<file path="src/rtl/radar_track_association_unit_assert.svh">
// Assertion macros for the radar track association unit.
// Needs no other file; the top level includes it by name.
`ifndef RADAR_TRACK_ASSOCIATION_UNIT_ASSERT_SVH
`define RADAR_TRACK_ASSOCIATION_UNIT_ASSERT_SVH
`ifndef SYNTH
// Check a property on every clock edge outside reset.
`define RTAU_ASSERT(lbl, clk, rst, prop, msg) \
   lbl: assert property (@(posedge clk) disable iff (rst) (prop)) \
      else $error(msg);
// Check that a condition implies another in the same cycle.
`define RTAU_ASSERT_IMPL(lbl, clk, rst, ante, cons, msg) \
   lbl: assert property (@(posedge clk) disable iff (rst) (ante) |-> (cons)) \
      else $error(msg);
`else
`define RTAU_ASSERT(lbl, clk, rst, prop, msg)
`define RTAU_ASSERT_IMPL(lbl, clk, rst, ante, cons, msg)
`endif
`endif

</file>
<file path="src/rtl/rta_pkg.sv">
// Types and constants for the radar track association unit.
// Standalone package; used by radar_track_association_unit.
package rta_pkg;

   localparam logic REQ_DETECTION = 1'b0;
   localparam logic REQ_END_FRAME = 1'b1;

   localparam int CSR_IDX_W  = 1;
   localparam int CSR_DATA_W = 16;
   localparam logic [CSR_IDX_W-1:0] CSR_RANGE_GATE = 1'd0;
   localparam logic [CSR_IDX_W-1:0] CSR_MISS_LIMIT = 1'd1;

   localparam logic [15:0] RANGE_GATE_RESET = 16'd40;
   localparam logic [7:0]  MISS_LIMIT_RESET = 8'd5;
   localparam logic [7:0]  MISS_SATURATED   = 8'hFF;

   typedef struct packed {
      logic               req_type;
      logic        [15:0] det_range;
      logic signed [15:0] det_speed;
   } req_payload_type;

   typedef struct packed {
      logic        [7:0]  trk_id;
      logic        [15:0] trk_range;
      logic signed [15:0] trk_speed;
      logic        [7:0]  trk_missed;
      logic               table_overflow;
      logic               last_of_frame;
   } rsp_payload_type;

   typedef struct packed {
      logic        [7:0]  ident;
      logic        [15:0] range;
      logic signed [15:0] speed;
      logic        [7:0]  miss;
   } entry_type;

   typedef enum logic [1:0] {
      ST_IDLE,
      ST_DSCAN,
      ST_FAGE,
      ST_FEMIT
   } state_type;

endpackage

</file>
<file path="src/rtl/radar_track_association_unit.sv">
// Radar track association unit: ordered track table with gated matching,
// miss aging and end-of-frame reporting. Depends on rta_pkg and on the
// assertion header radar_track_association_unit_assert.svh.
//
// Request channel: drive req_data and raise start; the request is taken at
// the rising edge where start is high and busy is low. busy stays high while
// the request is worked on, and drops before the next request is taken.
// Detection request: with n tracks the table is scanned one entry a cycle
// through the registered read port and stops at the first entry that matches.
// No result comes out.
// End-of-frame request: an aging pass over the n tracks compacts the table
// in place, then a report pass over the m kept tracks puts out one result
// per cycle on rsp_data, each marked by a one-cycle rsp_valid strobe;
// last_of_frame flags the final one. The receiver cannot stall.
// A new request is taken only after the previous one is done; the number
// of tracks in the table sets how long each request keeps busy high.
// Configuration: csr_ready is always high; write range_gate (index 0) or
// miss_limit (index 1) only while busy is low.
// Reset: synchronous, active high. The table comes up empty and needs no
// clearing pass; match flags and the overflow flag are cleared at once.
`include "radar_track_association_unit_assert.svh"

module radar_track_association_unit #(
   parameter int MAX_TRACKS = 16
) (
   input  logic                                clock,
   input  logic                                reset,
   // request channel
   input  logic                                start,
   output logic                                busy,
   input  rta_pkg::req_payload_type            req_data,
   // result channel
   output logic                                rsp_valid,
   output rta_pkg::rsp_payload_type            rsp_data,
   // configuration channel
   input  logic                                csr_valid,
   output logic                                csr_ready,
   input  logic [rta_pkg::CSR_IDX_W-1:0]       csr_index,
   input  logic [rta_pkg::CSR_DATA_W-1:0]      csr_wdata
);

   localparam int IW = $clog2(MAX_TRACKS);      // table index width
   localparam int CW = $clog2(MAX_TRACKS + 1);  // track count width

   // state
   rta_pkg::state_type state_ff, state_in;

   // configuration registers
   logic [15:0] gate_ff;
   logic [7:0]  limit_ff;

   // scan sequencer: issue stage reads, compare stage works on read data
   logic [CW-1:0] issue_ff, issue_in;
   logic          cmp_vld_ff, cmp_vld_in;
   logic [IW-1:0] cmp_idx_ff, cmp_idx_in;
   logic [CW-1:0] wr_ff, wr_in;

   // table bookkeeping
   logic [CW-1:0]         count_ff, count_in;
   logic [7:0]            last_id_ff, last_id_in;
   logic                  overflow_ff, overflow_in;
   logic [MAX_TRACKS-1:0] matched_ff, matched_in;

   // latched request
   rta_pkg::req_payload_type det_ff, det_in;

   // result register
   logic                     rsp_valid_ff, rsp_valid_in;
   rta_pkg::rsp_payload_type rsp_data_ff, rsp_data_in;

   // track memory: one write port, one registered read port
   rta_pkg::entry_type track_mem [MAX_TRACKS];
   rta_pkg::entry_type rdata_ff;
   logic               mem_we;
   logic [IW-1:0]      mem_wa;
   rta_pkg::entry_type mem_wd;
   logic [IW-1:0]      rd_addr;

   // shared compare unit
   logic        accept;
   logic        issue_go;
   logic        scan_end;
   logic [15:0] range_diff;
   logic        in_gate;
   logic        match_hit;
   logic [7:0]  aged_miss;
   logic        keep_track;
   logic        is_last;

   assign accept   = start && (state_ff == rta_pkg::ST_IDLE);
   assign issue_go = (issue_ff < count_ff);
   assign scan_end = !cmp_vld_ff && !issue_go;
   assign rd_addr  = issue_ff[IW-1:0];

   // absolute range difference against the latched detection
   assign range_diff = (rdata_ff.range >= det_ff.det_range) ?
                       (rdata_ff.range - det_ff.det_range) :
                       (det_ff.det_range - rdata_ff.range);
   assign in_gate    = (range_diff <= gate_ff);
   assign match_hit  = cmp_vld_ff && !matched_ff[cmp_idx_ff] && in_gate;

   // age an unmatched track, saturating at the top of the counter
   assign aged_miss  = matched_ff[cmp_idx_ff] ? rdata_ff.miss :
                       ((rdata_ff.miss == rta_pkg::MISS_SATURATED) ?
                        rdata_ff.miss : (rdata_ff.miss + 8'd1));
   assign keep_track = matched_ff[cmp_idx_ff] || (aged_miss < limit_ff);

   assign is_last = ((CW'(cmp_idx_ff) + CW'(1)) == count_ff);

   // next state
   always_comb begin
      state_in = state_ff;
      case (state_ff)
         rta_pkg::ST_IDLE: begin
            if (accept) begin
               state_in = (req_data.req_type == rta_pkg::REQ_END_FRAME) ?
                          rta_pkg::ST_FAGE : rta_pkg::ST_DSCAN;
            end
         end
         rta_pkg::ST_DSCAN: begin
            if (match_hit || scan_end) begin
               state_in = rta_pkg::ST_IDLE;
            end
         end
         rta_pkg::ST_FAGE: begin
            if (scan_end) begin
               state_in = rta_pkg::ST_FEMIT;
            end
         end
         rta_pkg::ST_FEMIT: begin
            if (scan_end) begin
               state_in = rta_pkg::ST_IDLE;
            end
         end
         default: begin
            state_in = rta_pkg::ST_IDLE;
         end
      endcase
   end

   // datapath control
   always_comb begin
      issue_in     = issue_ff;
      cmp_vld_in   = 1'b0;
      cmp_idx_in   = cmp_idx_ff;
      wr_in        = wr_ff;
      count_in     = count_ff;
      last_id_in   = last_id_ff;
      overflow_in  = overflow_ff;
      matched_in   = matched_ff;
      det_in       = det_ff;
      rsp_valid_in = 1'b0;
      rsp_data_in  = rsp_data_ff;
      mem_we       = 1'b0;
      mem_wa       = cmp_idx_ff;
      mem_wd       = rdata_ff;

      case (state_ff)
         rta_pkg::ST_IDLE: begin
            // rewind the scan and take a new request
            issue_in = '0;
            wr_in    = '0;
            if (accept) begin
               det_in = req_data;
            end
         end

         rta_pkg::ST_DSCAN: begin
            if (match_hit) begin
               // update the first free track inside the gate
               mem_we                 = 1'b1;
               mem_wa                 = cmp_idx_ff;
               mem_wd.ident           = rdata_ff.ident;
               mem_wd.range           = det_ff.det_range;
               mem_wd.speed           = det_ff.det_speed;
               mem_wd.miss            = 8'd0;
               matched_in[cmp_idx_ff] = 1'b1;
               issue_in               = '0;
            end else if (scan_end) begin
               issue_in = '0;
               if (count_ff == CW'(MAX_TRACKS)) begin
                  // table full: drop the detection
                  overflow_in = 1'b1;
               end else begin
                  // append a new track after the last one
                  mem_we       = 1'b1;
                  mem_wa       = count_ff[IW-1:0];
                  mem_wd.ident = (count_ff == '0) ? 8'd0 : (last_id_ff + 8'd1);
                  mem_wd.range = det_ff.det_range;
                  mem_wd.speed = det_ff.det_speed;
                  mem_wd.miss  = 8'd0;
                  last_id_in   = mem_wd.ident;
                  matched_in[count_ff[IW-1:0]] = 1'b1;
                  count_in     = count_ff + CW'(1);
               end
            end else if (issue_go) begin
               issue_in   = issue_ff + CW'(1);
               cmp_vld_in = 1'b1;
               cmp_idx_in = issue_ff[IW-1:0];
            end
         end

         rta_pkg::ST_FAGE: begin
            if (cmp_vld_ff && keep_track) begin
               // compact in place: write slot never passes the read slot
               mem_we      = 1'b1;
               mem_wa      = wr_ff[IW-1:0];
               mem_wd      = rdata_ff;
               mem_wd.miss = aged_miss;
               wr_in       = wr_ff + CW'(1);
               last_id_in  = rdata_ff.ident;
            end
            if (scan_end) begin
               count_in   = wr_ff;
               matched_in = '0;
               issue_in   = '0;
            end else if (issue_go) begin
               issue_in   = issue_ff + CW'(1);
               cmp_vld_in = 1'b1;
               cmp_idx_in = issue_ff[IW-1:0];
            end
         end

         rta_pkg::ST_FEMIT: begin
            if (cmp_vld_ff) begin
               rsp_valid_in               = 1'b1;
               rsp_data_in.trk_id         = rdata_ff.ident;
               rsp_data_in.trk_range      = rdata_ff.range;
               rsp_data_in.trk_speed      = rdata_ff.speed;
               rsp_data_in.trk_missed     = rdata_ff.miss;
               rsp_data_in.table_overflow = overflow_ff;
               rsp_data_in.last_of_frame  = is_last;
            end
            if (scan_end) begin
               issue_in = '0;
            end else if (issue_go) begin
               issue_in   = issue_ff + CW'(1);
               cmp_vld_in = 1'b1;
               cmp_idx_in = issue_ff[IW-1:0];
            end
         end

         default: begin
            issue_in = '0;
         end
      endcase
   end

   // control registers
   always_ff @(posedge clock) begin
      if (reset) begin
         state_ff     <= rta_pkg::ST_IDLE;
         issue_ff     <= '0;
         cmp_vld_ff   <= 1'b0;
         wr_ff        <= '0;
         count_ff     <= '0;
         overflow_ff  <= 1'b0;
         matched_ff   <= '0;
         rsp_valid_ff <= 1'b0;
      end else begin
         state_ff     <= state_in;
         issue_ff     <= issue_in;
         cmp_vld_ff   <= cmp_vld_in;
         wr_ff        <= wr_in;
         count_ff     <= count_in;
         overflow_ff  <= overflow_in;
         matched_ff   <= matched_in;
         rsp_valid_ff <= rsp_valid_in;
      end
   end

   // payload registers
   always_ff @(posedge clock) begin
      cmp_idx_ff  <= cmp_idx_in;
      last_id_ff  <= last_id_in;
      det_ff      <= det_in;
      rsp_data_ff <= rsp_data_in;
   end

   // configuration registers
   always_ff @(posedge clock) begin
      if (reset) begin
         gate_ff  <= rta_pkg::RANGE_GATE_RESET;
         limit_ff <= rta_pkg::MISS_LIMIT_RESET;
      end else if (csr_valid && csr_ready) begin
         case (csr_index)
            rta_pkg::CSR_RANGE_GATE: gate_ff  <= csr_wdata;
            rta_pkg::CSR_MISS_LIMIT: limit_ff <= csr_wdata[7:0];
            default: ;
         endcase
      end
   end

   // track memory
   always_ff @(posedge clock) begin
      if (mem_we) begin
         track_mem[mem_wa] <= mem_wd;
      end
      rdata_ff <= track_mem[rd_addr];
   end

   assign busy      = (state_ff != rta_pkg::ST_IDLE);
   assign csr_ready = 1'b1;
   assign rsp_valid = rsp_valid_ff;
   assign rsp_data  = rsp_data_ff;

   // the table never holds more tracks than it has slots
   `RTAU_ASSERT(a_count_bound, clock, reset, count_ff <= CW'(MAX_TRACKS),
      "track count above table size")
   // a result strobe follows only a report cycle
   `RTAU_ASSERT_IMPL(a_rsp_from_emit, clock, reset, rsp_valid_ff,
      $past(state_ff) == rta_pkg::ST_FEMIT, "result outside report pass")
   // match flags are all clear while reporting
   `RTAU_ASSERT_IMPL(a_flags_clear, clock, reset, state_ff == rta_pkg::ST_FEMIT,
      matched_ff == '0, "match flag left set after aging")

endmodule
</file>
<file path="config.mk">
export PLATFORM = sky130hd
export DESIGN_NAME = radar_track_association_unit
export DESIGN_NICKNAME = d
export VERILOG_FILES = /design/src/rtl/rta_pkg.sv /design/src/rtl/radar_track_association_unit.sv
export VERILOG_INCLUDE_DIRS = /design/src /design/src/rtl
export SDC_FILE = /design/constraint.sdc
export NUM_CORES = 1
export LEC_CHECK = 0
export BUFFER_PORTS_ARGS = -buffer_cell sky130_fd_sc_hd__buf_2
export CAP_MARGIN = 20
export CORE_ASPECT_RATIO = 2
export CORE_MARGIN = 2
export CORE_UTILIZATION = 24
export CTS_CLUSTER_SIZE = 10
export DETAILED_ROUTE_END_ITERATION = 10
export GPL_TIMING_DRIVEN = 0
export SLEW_MARGIN = 20
export SYNTH_ARGS = -nofsm -noshare
export SYNTH_HDL_FRONTEND = slang
export SYNTH_SLANG_ARGS = --single-unit
</file>
<file path="constraint.sdc">
create_clock -name clock -period 7.9 [get_ports clock]
set_input_delay 0.395 -clock clock [delete_from_list [all_inputs] [get_ports clock]]
set_output_delay 0.395 -clock clock [all_outputs]
set_load 0.03 [all_outputs]
</file>
After elaboration in Yosys (flattened, before gate mapping)
Memory sizes are Yosys's and may differ from the RTL's. A register that Yosys moved wholly into a read port is not among the register bits.
Cells that the tools add are included.
{"block": "op_classes", "n_eq_ne": 16, "bitwise": 5, "n_addsub": 8, "n_reduce_logical": 31, "mux": 63, "magnitude_cmp": 8}
{"operator": "$mux W48", "count": 3}
{"operator": "$pmux W48 S2", "count": 1}
{"operator": "$mux W16", "count": 5}
{"operator": "$mux W8", "count": 8}
{"operator": "$mux W5", "count": 8}
{"operator": "$or A16 B16 Y16", "count": 2}
{"operator": "$pmux W16 S2", "count": 1}
{"operator": "$sub A16 B16 Y16", "count": 2}
{"operator": "$mux W4", "count": 7}
{"operator": "$pmux W5 S2", "count": 2}
{"operator": "$add A8 B1 Y8 const B", "count": 2}
{"operator": "$ge A16 B16 Y1", "count": 1}
{"operator": "$le A16 B16 Y1", "count": 1}
{"operator": "$ne A2 B2 Y1 const B", "count": 8}
{"operator": "$pmux W4 S2", "count": 2}
{"operator": "$pmux W8 S2", "count": 1}
{"operator": "$add A5 B1 Y5 const B", "count": 3}
{"operator": "$pmux W5 S3", "count": 1}
{"operator": "$mux W1", "count": 13}
{"operator": "$reduce_and A2 Y1", "count": 6}
{"operator": "$reduce_and A4 Y1", "count": 3}
{"operator": "$lt A4 B5 Y1 const B", "count": 2}
{"operator": "$mux W2", "count": 5}
{"operator": "$reduce_and A5 Y1", "count": 2}
{"operator": "other kinds (22)", "count": 42}
{"block": "word_totals", "mem_count": 1, "mem_bits_rw": 768, "in_bits": 54, "ff_bits": 154, "output_inout_bits": 53}
{"memory": "track_mem", "words": 16, "width": 48, "rd": 1, "rd_ports_with_merged_regs": 1, "write_ports": 1, "line": "radar_track_association_unit.sv:72", "source": "rta_pkg::entry_type track_mem [MAX_TRACKS];"}

Logic depth before layout (Yosys ltp)
Gate-level depths: netlist of the first run.
{"block": "depth", "ltp_word": 10, "depth_mapped": 25, "ltp_nobuf": 23}

Worst setup path after synthesis of the first run
Ideal clock, no wire load.
{"block": "synth_timing", "kind": "flip-flop to flip-flop", "from": "register det_ff[16] in the netlist's numbering", "to": "memory track_mem[6][0] in the netlist's numbering (enable)", "setup_slack_ps": 559, "arrival_time_ps": 6887, "period_less_slack_ps": 7341, "path_stages_with_launch": 23, "cell_sequence": "edfxtp_1 > ha_1 > inv_1 > fa_1 > a21oi_1 > o21ai_0 > a21o_1 > a311oi_1 > a21oi_1 > a2111o_1 > o21ai_1 > buf_4 > mux2i_1 > xnor2_1 > ha_1 > and4_1 > nand2_1 > or2_2 > nor3_1 > o211ai_2 > a211oi_1 > o211ai_1 > nor2_1"}
{"block": "synth_via", "elab_chain_len": 8, "word_cells_on_any_way": 12}
{"element": "start, declared", "line": "radar_track_association_unit.sv:65", "source": "rta_pkg::req_payload_type det_ff, det_in;"}
{"element": "start signal, assigned", "line": "radar_track_association_unit.sv:276", "source": "det_ff <= det_in;"}
{"element": "$sub A16 B16 Y16 (tied with other cells)", "line": "radar_track_association_unit.sv:98", "source": "(det_ff.det_range - rdata_ff.range);"}
{"element": "$mux W16 *", "line": "radar_track_association_unit.sv:96", "source": "assign range_diff = (rdata_ff.range >= det_ff.det_range) ?"}
{"element": "$le A16 B16 Y1 *", "line": "radar_track_association_unit.sv:99", "source": "assign in_gate = (range_diff <= gate_ff);"}
{"element": "$logic_and A1 B1 Y1 *", "line": "radar_track_association_unit.sv:100", "source": "assign match_hit = cmp_vld_ff && !matched_ff[cmp_idx_ff] && in_gate;"}
{"element": "$mux W1", "line": "radar_track_association_unit.sv:169", "source": "if (match_hit) begin"}
{"element": "$pmux W1 S2", "line": "radar_track_association_unit.sv:158", "source": "case (state_ff)"}
{"element": "$mux W1", "line": "radar_track_association_unit.sv:296", "source": "if (mem_we) begin"}
{"element": "$mux W1 (implied by the code)", "line": "radar_track_association_unit.sv:297", "source": "track_mem[mem_wa] <= mem_wd;"}
{"element": "end, declared", "line": "radar_track_association_unit.sv:72"}
Every way passes the cells marked *; elsewhere a longest branch is shown, timed or not.

Worst setup path after layout of the first run
{"block": "layout_timing", "from": "register det_ff[16] in the netlist's numbering", "to": "memory track_mem[5][9] in the netlist's numbering (enable)"}
Same word-level chain as after synthesis.

==> results of run 1 <==
-- cells in the mapped netlist (14+ instances only) --
cell and number:
a21o_1 17, a21oi_1 77, a22o_1 40, buf_1 19
clkbuf_1 72, dfxtp_1 108, edfxtp_1 862, ha_1 75
inv_1 75, mux2i_1 34, mux4_2 243, nand2_1 131
nand3_1 33, nor2_1 85, o21ai_0 31, xnor2_1 20
xor2_1 14
-- cells by family after synthesis --
| group | count (synthesis) | synth area share |
|---|---|---|
| DFF | 970 | 0.719 |
| AOI/OAI and AO/OA | 253 | 0.0448 |
| buffers and inverters | 177 | 0.0177 |
| adders and majority gates | 77 | 0.0251 |
| muxes | 279 | 0.150 |
| other | 1 | 0.0000961 |
| xor gates and xnor gates | 34 | 0.00764 |
| and+or+nand+nor | 317 | 0.0359 |
-- how the worst max path moves through the flow --
stage                from  slack (ps)                 to  depth (start not counted)
2_1_floorplan  det_ff[16]         560    track_mem[6][0]                         22
3_3_place_gp   det_ff[16]       -4310   track_mem[0][30]                         22
3_5_place_dp   det_ff[16]        -300   track_mem[6][21]                         24
4_1_cts        det_ff[16]          20   track_mem[9][26]                         25
5_1_grt        det_ff[16]         110  track_mem[14][27]                         25
6_report       det_ff[16]         330    track_mem[5][9]                         24
-- placed cells by master (no fill, tap or decap), types with 6 or more instances in the layout --
cell / n
edfxtp_1: 862
mux4_2: 243
clkbuf_1: 131
nand2_1: 131
buf_2: 118
clkbuf_16: 109
dfxtp_1: 108
a21oi_1: 76
inv_1: 75
ha_1: 75
nor2_1: 69
dlygate4sd3_1: 50
a22o_1: 40
mux2i_1: 34
nand3_1: 33
buf_16: 32
buf_4: 28
o21ai_0: 26
buf_12: 22
xnor2_1: 20
a21o_1: 17
clkbuf_2: 16
nor2_4: 16
xor2_1: 14
nor2b_1: 11
nor3_1: 11
nand4_1: 11
buf_1: 11
a211oi_1: 10
o21ai_1: 9
nand2b_1: 9
a31oi_1: 8
and3_1: 6
o21bai_1: 6
o31ai_1: 6
-- flip-flops by register name (all words and copies together) (netlist names), 8 cells and up --
name	flops
track_mem	768
rdata_ff	48
last_id_ff	8
limit_ff	8
det_ff	32
gate_ff	16
rsp_data	50
matched_ff	16
-- power breakdown --
| part | total [mW] | leakage [nW] | internal, mW | switching [mW] |
|---|---|---|---|---|
| logic | 2.24 | 5.14 | 0.641 | 1.60 |
| clock network | 4.54 | 1.48 | 2.57 | 1.97 |
| registers | 6.46 | 8.71 | 6.36 | 0.102 |
-- area by class of cell --
class                   instances  area [sq um]
multi-input cells             961         10400
diodes                          2          5.00
fillers                     15700        114000
repair buffers                241          2630
flip-flops and latches        970         28000
clock inverters                 8           119
plain buffers                 102           438
clock buffers                 182          3000
inverters                      75           282
well taps                    2110          2640
-- metal layers --
metal / track usage / wire length (um) / vias to the layer above
li1: - / - / 9142
met1: 0.144 / 40000 / 11200
met2: 0.241 / 58400 / 740
met3: 0.0205 / 5100 / 227
met4: 0.0576 / 4590 / 0
met5: 0 / 0 / -
-- what timing repair did --
action / 4_1_cts / 5_1_grt
resized for setup: 4 / 1
setup buffers: 17 / 8
hold buffers: 50 / 0
endpoints found under the hold margin: 57 / 0
endpoints found under the setup margin: 941 / 628
pin swaps: 7 / 4
-- critical path: cells and delay by family (launching register included) --
kind | cells | cell delay (ps)
buf+inv | 4 | 770
compound gates | 11 | 4020
xor+xnor | 1 | 130
fa+ha+maj | 3 | 940
simple gates | 4 | 660
flops | 1 | 480
mux | 1 | 240
==> results.yml, run 1 <==
setup_path:
  arrival_ps: 8000
  r2r-end: "track_mem[5][9]"
  critPathMaxStageDelay_ps: 800
  crit_path_cell_trace: "ha_1 > inv_1 > fa_1 > a21oi_1 > o21ai_0 > a21o_1 > a311oi_2 > a21oi_1 > a2111o_1 > o21ai_1 > buf_4 > mux2i_1 > xnor2_1 > ha_1 > and4_1 > nand2_1 > or2_2 > o311a_1 > o211ai_2 > a211oi_1 > o211ai_1 > nor2_4 > buf_4 > buf_16"
  rrSetupSlack_ps: 330
  cp.required_ps: 8320
  endpoint_kind: "register"
  crit_path_start_kind: "register"
  path_class: "register to register"
  r2r_cells: 24
  r2r_start: "det_ff[16]"
  cp_slowest_cell: "o211ai_1"
  cp_max_fo: 13
routing:
  dr.pass1.iters: 6
  routedWlPerCell_um: 23.2
  drc_errors: 0
  vias_per_cell: 4.57
  first_iter_violations: 1449
  via_count: 21300
  wirelength_mm: 108
  ant_nets: 0
layout:
  drive_above_1_share: 0.245
  layout.cells.non_filler: 4651
  fin_nets: 2589
  fin_util: 0.294
  post-route-cell-area_sq_um: 47600
  synthToLayoutAreaGrowth_pct: 22.0
synthesis:
  synth_top_area_frac: 0.664
  ys_types: 72
  ys.flop_type: "edfxtp_1"
  synth_edf_count: 862
  ys_seq_area_frac: 0.719
  synth_nets: 2239
  synth_area_leaders: "edfxtp_1, mux4_2, dfxtp_1"
  yosys_warnings: 0
  syn_area_per_cell_sq_um: 18.5
  ys_seq_elements: 970
  synth_area_leader_cell: "edfxtp_1"
  netlist_instances: 2108
  async_flop_share: 0
  syn_area_sq_um: 39000
floorplanning:
  dieArea_sq_um: 166000
  core_sq_um: 162000
  boundaryPins: 107
  initial_core_util: 0.241
  rows: 209
  die_h_um: 574
  fp.dieW_um: 289
grt:
  grt_start_max_net_pins: 33
  grt_pass1_vias: 22200
  grt_pass1_wl_mm: 155
  overflow: 0
  track_usage: 0.130
  antenna_found_initial: 9
job:
  max_cap_violations: 0
power:
  leakagePower_nw: 15.3
  p_total_mw: 13.2
  p_per_area_nw_per_um2: 278
  ir_drop_v: 0.000194
clock_tree:
  cts_max_level: 3
  clock_sinks: 970
  clkTransAtPathRegs_ps: 60
  cts-root-buf: "clkbuf_16"
  cts_tree: "done"
  insertion_delay_ps: 710
  cts_made_buffers: 107
  cts_buffer_depth: 3
run_status:
  status: "finished, final reports clean"
timing:
  timing.hold.ws_ps: 96.2
  fin_worst_skew_ps: 46.6
  slew_headroom: 0.219
  fmax_mhz: 132
  setup_violations: 0
  slew_violations: 0
  finalCriticalPeriod_ps: 7570
  period_share: 0.958
  fin_tns_setup_ps: 0
  worst_pin_slew_ps: 1170
  rsz0062_at_grt: "no"
  hold_viol: 0
  setup_slack_ps: 329
min_path:
  hold_end: "state_ff[1]"
  hold_path_depth: 4
  min_from: "req_data[32]"
  hold_path.class: "primary input to register"
placed_design:
  port_buffers: 105
  post_dp_cell_area_sq_um: 43700
  dp_hpwl_mm: 74.7
  gp_congestion: 0.844
  dp_slack_ps: -302
  dp.cells: 4383
(Power assumes the default switching activity.)
==> inputs of run 2 (changes only) <==
--- a/config.mk
+++ b/config.mk
@@ -8,8 +8,6 @@
 export LEC_CHECK = 0
 export BUFFER_PORTS_ARGS = -buffer_cell sky130_fd_sc_hd__buf_2
 export CAP_MARGIN = 20
-export CORE_ASPECT_RATIO = 2
-export CORE_MARGIN = 2
 export CORE_UTILIZATION = 24
 export CTS_CLUSTER_SIZE = 10
 export DETAILED_ROUTE_END_ITERATION = 10
==> results.yml, run 2 (same netlist as run 1, synthesis figures left out) <==
timing:
  fmax_mhz: 131
  setup_violations: 0
  rsz0062_at_grt: "yes"
  slew_violations: 0
  hold_viol: 0
  finalCriticalPeriod_ps: 7620
  timing.hold.ws_ps: 86.1
  slew_headroom: 0.283
  fin_worst_skew_ps: 47.9
  period_share: 0.964
  worst_pin_slew_ps: 1070
setup_path:
  cp_num_cells: 25
  cp_max_fo: 14
  arrival_ps: 8030
  rrSetupSlack_ps: 280
  r2r_start: "det_ff[16]"
  critPathMaxStageDelay_ps: 730
  r2r-end: "track_mem[12][21]"
  crit_family: "compound AO/OA/AOI/OAI gates"
  critPathBufInv: 5
  cp_common_cell: "buf_16"
  startpoint: "det_ff[16]"
  r2r_cells: 25
  endpoint: "track_mem[12][21]"
  crit_path_start_kind: "register"
  path_class: "register to register"
  cp.required_ps: 8320
  cp_slowest_cell: "o21ai_1"
  endpoint_kind: "register"
grt:
  grt_start_max_net_pins: 33
  track_usage: 0.125
  overflow: 0
  grt_pass1_wl_mm: 149
  grt_pass1_vias: 21000
  antenna_found_initial: 0
layout:
  final_common_cell: "edfxtp_1"
  fin_util: 0.295
  drive_above_1_share: 0.253
  fill_cells: 15700
  regMostFlops: "track_mem"
  synthToLayoutAreaGrowth_pct: 21.9
  fin_nets: 2591
  layout.cells.non_filler: 4698
  largest_reg_flops: 768
  layout_common_cells: "edfxtp_1, mux4_2, nand2_1"
routing:
  first_iter_violations: 2002
  vias_per_cell: 4.53
  wirelength_mm: 104
  ant_nets: 0
  dr.pass1.iters: 7
  drc_errors: 0
  routedWlPerCell_um: 22.1
  via_count: 21300
floorplanning:
  core_sq_um: 161000
  boundaryPins: 107
  dieArea_sq_um: 164000
  rows: 147
  initial_core_util: 0.242
  die_h_um: 405
  fp.dieW_um: 405
clock_tree:
  cts_buffer_depth: 3
  insertion_delay_ps: 710
  cts-root-buf: "clkbuf_16"
  clock_sinks: 970
  clkTransAtPathRegs_ps: 60
  cts_made_buffers: 108
  cts_tree: "done"
  cts_max_level: 3
placed_design:
  dp_hpwl_mm: 70.4
  gp_congestion: 0.834
  dp.cells: 4431
  port_buffers: 105
run_status:
  status: "finished, final reports clean"
min_path:
  hold_path.class: "primary input to register"
power:
  leakagePower_nw: 15.3
  ir_drop_v: 0.000155
  p_total_mw: 13.2
  p_per_area_nw_per_um2: 278
job:
  max_cap_violations: 0
## run 2: area by class of cell
| cell class | instances | area (sq um) | area share |
|---|---|---|---|
| inverter | 75 | 282 | 0.00592 |
| timing repair buffer | 242 | 2530 | 0.0532 |
| sequential | 970 | 28000 | 0.590 |
| buffer | 102 | 430 | 0.00905 |
| multi-input combinational | 961 | 10500 | 0.220 |
| clock buffer | 179 | 3010 | 0.0634 |
| antenna | 1 | 2.50 | 0.0000526 |
| tap | 2160 | 2700 | 0.0569 |
| clock inverter | 8 | 78.8 | 0.00166 |
## run 2: per-layer routing
layer  wire length [um]  share of wire  GRT usage
met5                  0              0          0
met3               8640          0.083     0.0285
met1              45300           0.44      0.175
met4               1800          0.017     0.0280
met2              48100           0.46      0.195
## run 2: through the flow
stage	TNS, ps	instance area (sq um)	setup slack [ps]
2_1_floorplan	0	39000	559
6_report	0	47500	285
4_1_cts	0	47300	6.13
5_1_grt	-2330	47500	-73.4
3_3_place_gp	-2988180	42200	-3890
3_5_place_dp	-61920	43700	-248
## run 2: what timing repair did
| item | in CTS | in global routing |
|---|---|---|
| pin swaps | 2 | 9 |
| endpoints found under the hold margin | 57 | 0 |
| endpoints found under the setup margin | 341 | 737 |
| setup buffers | 2 | 25 |
| gates cloned | 0 | 0 |
| hold buffers | 50 | 0 |
| gates resized for setup | 2 | 27 |
## run 2: worst min-delay path by stage
stage	end	slack [ps]	cells past startpoint	from
after floorplan	rsp_data[4]	410	0	rdata_ff[2]
after global placement	rsp_data[11]	420	0	rdata_ff[9]
after detailed placement	rsp_data[18]	420	0	rdata_ff[16]
after CTS	state_ff[1]	50	4	req_data[32]
after global routing	state_ff[1]	110	4	req_data[32]
final	state_ff[1]	90	4	req_data[32]
## run 2: worst reg2reg max path: cells and delay by family, from the launching register on
family                     cells  cell delay [ps]
adders and majority gates      3              940
muxes                          1              240
AOI/OAI and AO/OA             11             3850
and+or+nand+nor                4              690
xor gates and xnor gates       1              120
buffers and inverters          5              950
DFF                            1              550
## run 2: power breakdown
group          switching [mW]  internal, mW
sequential              0.116          6.35
combinational            1.58         0.652
clock                    1.93          2.57
